File: src/hdl/ajsk_pkg.sv
// Shared types, register indexes, the Q1.14 sine table and default
// sizes for the arm joint stepper and kinematics core. No dependencies.
`timescale 1ns / 1ps
`default_nettype none
package ajsk_pkg;

  localparam int TrigBitsDef  = 16;
  localparam int CoordBitsDef = 24;
  localparam int FieldBits    = 24;
  localparam int MulABits     = 18;   // widest multiplicand: lengths and link projections

  localparam logic [2:0] REG_BASE_X    = 3'd0;
  localparam logic [2:0] REG_BASE_Y    = 3'd1;
  localparam logic [2:0] REG_BASE_Z    = 3'd2;
  localparam logic [2:0] REG_BASE_TALL = 3'd3;
  localparam logic [2:0] REG_LOWER_LEN = 3'd4;
  localparam logic [2:0] REG_UPPER_LEN = 3'd5;

  localparam logic [1:0] MODE_BASE  = 2'd0;
  localparam logic [1:0] MODE_LOWER = 2'd1;
  localparam logic [1:0] MODE_UPPER = 2'd2;
  localparam logic [1:0] MODE_HOME  = 2'd3;

  typedef struct packed {
    logic start;
    logic accum;   // add onto the running sum instead of clearing it
    logic neg;     // subtract this product
  } mul_ctl_t;

  function automatic logic [14:0] sin_q14(input logic [6:0] idx);
    logic [14:0] v;
    unique case (idx)
      7'd0: v = 15'd0;      7'd1: v = 15'd286;    7'd2: v = 15'd572;
      7'd3: v = 15'd857;    7'd4: v = 15'd1143;   7'd5: v = 15'd1428;
      7'd6: v = 15'd1713;   7'd7: v = 15'd1997;   7'd8: v = 15'd2280;
      7'd9: v = 15'd2563;   7'd10: v = 15'd2845;  7'd11: v = 15'd3126;
      7'd12: v = 15'd3406;  7'd13: v = 15'd3686;  7'd14: v = 15'd3964;
      7'd15: v = 15'd4240;  7'd16: v = 15'd4516;  7'd17: v = 15'd4790;
      7'd18: v = 15'd5063;  7'd19: v = 15'd5334;  7'd20: v = 15'd5604;
      7'd21: v = 15'd5872;  7'd22: v = 15'd6138;  7'd23: v = 15'd6402;
      7'd24: v = 15'd6664;  7'd25: v = 15'd6924;  7'd26: v = 15'd7182;
      7'd27: v = 15'd7438;  7'd28: v = 15'd7692;  7'd29: v = 15'd7943;
      7'd30: v = 15'd8192;  7'd31: v = 15'd8438;  7'd32: v = 15'd8682;
      7'd33: v = 15'd8923;  7'd34: v = 15'd9162;  7'd35: v = 15'd9397;
      7'd36: v = 15'd9630;  7'd37: v = 15'd9860;  7'd38: v = 15'd10087;
      7'd39: v = 15'd10311; 7'd40: v = 15'd10531; 7'd41: v = 15'd10749;
      7'd42: v = 15'd10963; 7'd43: v = 15'd11174; 7'd44: v = 15'd11381;
      7'd45: v = 15'd11585; 7'd46: v = 15'd11786; 7'd47: v = 15'd11982;
      7'd48: v = 15'd12176; 7'd49: v = 15'd12365; 7'd50: v = 15'd12551;
      7'd51: v = 15'd12733; 7'd52: v = 15'd12911; 7'd53: v = 15'd13085;
      7'd54: v = 15'd13255; 7'd55: v = 15'd13421; 7'd56: v = 15'd13583;
      7'd57: v = 15'd13741; 7'd58: v = 15'd13894; 7'd59: v = 15'd14044;
      7'd60: v = 15'd14189; 7'd61: v = 15'd14330; 7'd62: v = 15'd14466;
      7'd63: v = 15'd14598; 7'd64: v = 15'd14726; 7'd65: v = 15'd14849;
      7'd66: v = 15'd14968; 7'd67: v = 15'd15082; 7'd68: v = 15'd15191;
      7'd69: v = 15'd15296; 7'd70: v = 15'd15396; 7'd71: v = 15'd15491;
      7'd72: v = 15'd15582; 7'd73: v = 15'd15668; 7'd74: v = 15'd15749;
      7'd75: v = 15'd15826; 7'd76: v = 15'd15897; 7'd77: v = 15'd15964;
      7'd78: v = 15'd16026; 7'd79: v = 15'd16083; 7'd80: v = 15'd16135;
      7'd81: v = 15'd16182; 7'd82: v = 15'd16225; 7'd83: v = 15'd16262;
      7'd84: v = 15'd16294; 7'd85: v = 15'd16322; 7'd86: v = 15'd16344;
      7'd87: v = 15'd16362; 7'd88: v = 15'd16374; 7'd89: v = 15'd16382;
      default: v = 15'd16384;  // 90 and above
    endcase
    return v;
  endfunction

endpackage
`default_nettype wire

File: src/hdl/ajsk_smul.sv
// Bit-serial signed multiply-accumulate: one multiplier bit per cycle.
// Depends on ajsk_pkg (mul_ctl_t).
`timescale 1ns / 1ps
`default_nettype none
module ajsk_smul #(
  parameter int AW = ajsk_pkg::MulABits,
  parameter int TB = ajsk_pkg::TrigBitsDef
) (
  input  wire                     clk,
  input  wire                     rst_n,
  input  wire ajsk_pkg::mul_ctl_t ctl,
  input  wire logic signed [AW-1:0] a,
  input  wire logic signed [TB-1:0] b,
  output logic                    done,
  output logic signed [AW+TB-1:0] acc
);
  localparam int PW = AW + TB;
  localparam int CW = $clog2(TB);

  logic                 busy_r, done_r, neg_r;
  logic [CW-1:0]        cnt_r;
  logic signed [PW-1:0] a_sh_r, acc_r, term;
  logic [TB-1:0]        b_sh_r;
  logic                 last, sub;

  assign last = (cnt_r == CW'(TB - 1));
  assign term = b_sh_r[0] ? a_sh_r : '0;
  assign sub  = last ^ neg_r;  // top bit of a two's complement multiplier weighs negative

  always_ff @(posedge clk) begin
    if (!rst_n) begin
      busy_r <= 1'b0;
      done_r <= 1'b0;
    end else begin
      done_r <= 1'b0;
      if (ctl.start) begin
        busy_r <= 1'b1;
        cnt_r  <= '0;
        a_sh_r <= PW'(a);
        b_sh_r <= b;
        neg_r  <= ctl.neg;
        if (!ctl.accum) acc_r <= '0;
      end else if (busy_r) begin
        acc_r  <= sub ? acc_r - term : acc_r + term;
        a_sh_r <= a_sh_r <<< 1;
        b_sh_r <= b_sh_r >> 1;
        cnt_r  <= cnt_r + 1'b1;
        if (last) begin
          busy_r <= 1'b0;
          done_r <= 1'b1;
        end
      end
    end
  end

  assign done = done_r;
  assign acc  = acc_r;
endmodule
`default_nettype wire

File: config.mk
export PLATFORM = sky130hd
export DESIGN_NAME = ajsk_smul
export DESIGN_NICKNAME = d
export VERILOG_FILES = /design/src/hdl/ajsk_pkg.sv /design/src/hdl/ajsk_smul.sv
export SDC_FILE = /design/constraint.sdc
export NUM_CORES = 1
export LEC_CHECK = 0
export ABC_AREA = 1
export BUFFER_PORTS_ARGS = -buffer_cell sky130_fd_sc_hd__buf_2
export CAP_MARGIN = 20
export CORE_ASPECT_RATIO = 1.2
export CORE_MARGIN = 2
export CORE_UTILIZATION = 60
export CTS_CLUSTER_DIAMETER = 60
export CTS_CLUSTER_SIZE = 24
export DETAILED_ROUTE_END_ITERATION = 16
export PLACE_DENSITY = 0.87
export RECOVER_POWER = 100
export SYNTH_ARGS = -nofsm -noshare
export SYNTH_HDL_FRONTEND = slang
export SYNTH_SLANG_ARGS = --single-unit
File: constraint.sdc
create_clock -name clk -period 7.1 [get_ports clk]
set_input_delay 1.42 -clock clk [delete_from_list [all_inputs] [get_ports clk]]
set_output_delay 1.42 -clock clk [all_outputs]
set_load 0.01 [all_outputs]
==> reports/qor.txt <==
met1 Use GR - 34.8%
Post-Route WL - 15600 um
area leader, netlist - edfxtp_1
Main synth FF type - edfxtp_1
max_cap viols - 2
max-slew violations - 81
CP startpoint kind - register
die area - 12300 um2
H-tree depth - 3
Initial DRT Pass Iterations - 6
Post-DP HPWL - 11900 um
worst min path class - register to register
ant diodes - 0
die width - 102 um
total congestion overflow - 0
Critical Path AT - 4.94 ns
Clk pwr share - 23.5%
Slowest Stage Delay on Critical Path - 0.87 ns
core area - 11100 um2
post-synthesis async set-or-reset flop share - 0%
clock sink count - 91
area overhead of the layout relative to synthesis - 10.2%
Buf/Inv on CP - 3
vias - 6155
syn_nets - 999
initial core utilization - 62.1%
worst-path cell chain - ha_1, nand2_1, nor2_4, xor2_1, inv_1, o21ai_0, nand2_1, xnor2_1, inv_1, ha_1, nand2_1, inv_1, nand2_1, nor3_1, nand3_1, o211ai_1, nand2_1, nand2_1, nor2_1
WL per Instance - 13.5 um
fmax - 207 MHz
Synth Instances - 924
synthesized flop and latch total - 91
Net Switching - 784 uW
clock skew - 0.0157 ns
Sw Share - 39.9%
vias in the first global route - 5830
Crit. End Element - register
total CTS buffers - 9
Vias/cell - 5.35
Setup-failing EPs final - 0
Synth warnings - 0
run status - complete, but fails checks
max_slew headroom - -26.3%
Routed Antenna Nets - 0
crit path kind - register to register
Nets - 1067
Final min period - 4.84 ns
clk buf depth - 2
Clk pin slew, worst setup/hold paths - 0.07 ns
hold-fix buffers at CTS - 0
post-CTS setup buffers - 0
RSZ-0062 raised after global routing - false
GRT Util Overall - 26.6%
CTS Root Cell - clkbuf_16
I/O pins - 74
CP Max Fanout - 24
largest net degree at the start of global routing - 52
drt drc - 0
Int Power - 1.18 mW
most frequent cells after synthesis - 339 x nand2_1, 97 x nor2_1, 89 x edfxtp_1
Resized cells post-CTS - 0
power per standard cell area - 259 nW/um2
Final Hold Fails - 0
Combinational Power Share - 40.2%
initial antenna violation count - 0
Seq/Total Area, Yosys - 39.4%
Iteration-0 DRC Markers - 369
area share of the largest cell type after synthesis - 38.8%
met2 Use GR - 43.5%
GR peak layer - met2
final core occ - 68.4%
Mapped Avg Cell Area - 7.45 um2
Post-synth EDFFs - 89
TNS Setup - 0 ns
library cells used by synthesis - 46
clock latency at the later pin of the worst-skew pair - 0.35 ns
cell with the most instances after synthesis - nand2_1
Routability Congestion - 0.951
global-route wire length before repair - 25900 um
Seq pwr share - 36.4%
synthesized cell area - 6880 um2
chip height - 121 um
layout cells sized above 1 - 10.9%
cell row count - 42
Worst-Margin Slew - 1.89 ns
CTS tree - done
violated checks - max-capacitance violations, max-slew violations
WP data required - 7.20 ns
crit-path most repeated cell - nand2_1
number of port buffers - 73
Synth area leaders - edfxtp_1 39%, nand2_1 18%, ha_1 6.4%, nor2_1 5.3%, a21oi_1 4.6%
CP top delay family - simple AND/OR/NAND/NOR gates
period utilisation layout - 68.1%
Max IR drop VDD - 0.168 mV
GRT met3 Usage - 4.09%
slowest stage cell, crit path - xor2_1
P_leak - 3.59 nW
[final cells by class]
| class | instances | area [um2] |
|---|---|---|
| inverters | 84 | 315 |
| well taps | 154 | 193 |
| repair buffers | 78 | 364 |
| multi-input cells | 728 | 3720 |
| clock buffers | 10 | 229 |
| fillers | 981 | 3510 |
| clock inverters | 6 | 47.5 |
| flip-flops and latches | 91 | 2710 |
[routing by layer]
metal	vias to the layer above	share of wire (%)	wire (um)
met1	2743	44	6820
li1	3166	-	-
met2	204	47	7400
met5	-	0	0
met4	0	3.3	522
met3	42	5.4	838
[kinds of logic after synthesis]
logic type | count (synthesis) | share of synthesized area (%)
simple gates | 533 | 33.1
xor+xnor | 29 | 4.07
flops | 91 | 39.4
compound gates | 130 | 10.4
buf+inv | 105 | 6.31
fa+ha+maj | 36 | 6.66
[metrics by stage]
step	hold WS, ns	instance area (um2)	setup WS [ns]	total power, mW	std cells
floorplan	0.469	6880	3.05	1.31	924
global placement	0.494	7360	3.38	1.48	1134
detailed placement	0.504	7380	3.32	1.50	1135
CTS	0.520	7650	3.31	1.95	1151
global route	0.543	7580	1.74	2.09	1151
finish	0.515	7580	2.26	1.96	1151
[worst paths after layout]
path | from | end | slack (ns) | cells after the start
min reg2reg | b_sh_r[1]$_DFFE_PP_ | b_sh_r[0]$_DFFE_PP_ | 0.52 | 2
max | cnt_r[0]$_SDFFCE_PP0P_ | acc[20]$_SDFFCE_PP0P_ | 2.26 | 19
min | b_sh_r[1]$_DFFE_PP_ | b_sh_r[0]$_DFFE_PP_ | 0.52 | 2
max reg2reg | cnt_r[0]$_SDFFCE_PP0P_ | acc[20]$_SDFFCE_PP0P_ | 2.26 | 19
[power groups by stage]
stage | clock, mW | sequential, mW | combinational, mW
after floorplan | 0 | 0.729 | 0.582
after global placement | 0 | 0.723 | 0.756
after detailed placement | 0 | 0.724 | 0.773
after CTS | 0.462 | 0.713 | 0.781
after global routing | 0.483 | 0.720 | 0.890
final | 0.461 | 0.714 | 0.788
[registers in the layout (all words and copies together), names as in the netlist]
name / count
busy_r: 1
cnt_r: 4
done: 1
neg_r: 1
a_sh_r: 34
b_sh_r: 16
acc: 34
[cell usage in the layout, fill, tap and decap left out, types with 21 or more instances in the layout]
cell / count
edfxtp_1: 89
nand2_1: 339
buf_2: 38
nand2_2: 21
nor2_1: 97
inv_1: 83
ha_1: 35
a21oi_1: 63
nand3_1: 32
o21ai_0: 38
clkbuf_1: 38
[tightest hold or removal path: cells and delay by family (launching register included)]
family        cells  cell delay [ns]
simple gates      2             0.09
flops             1             0.32
Note: power is estimated with default switching activity, not from simulation.
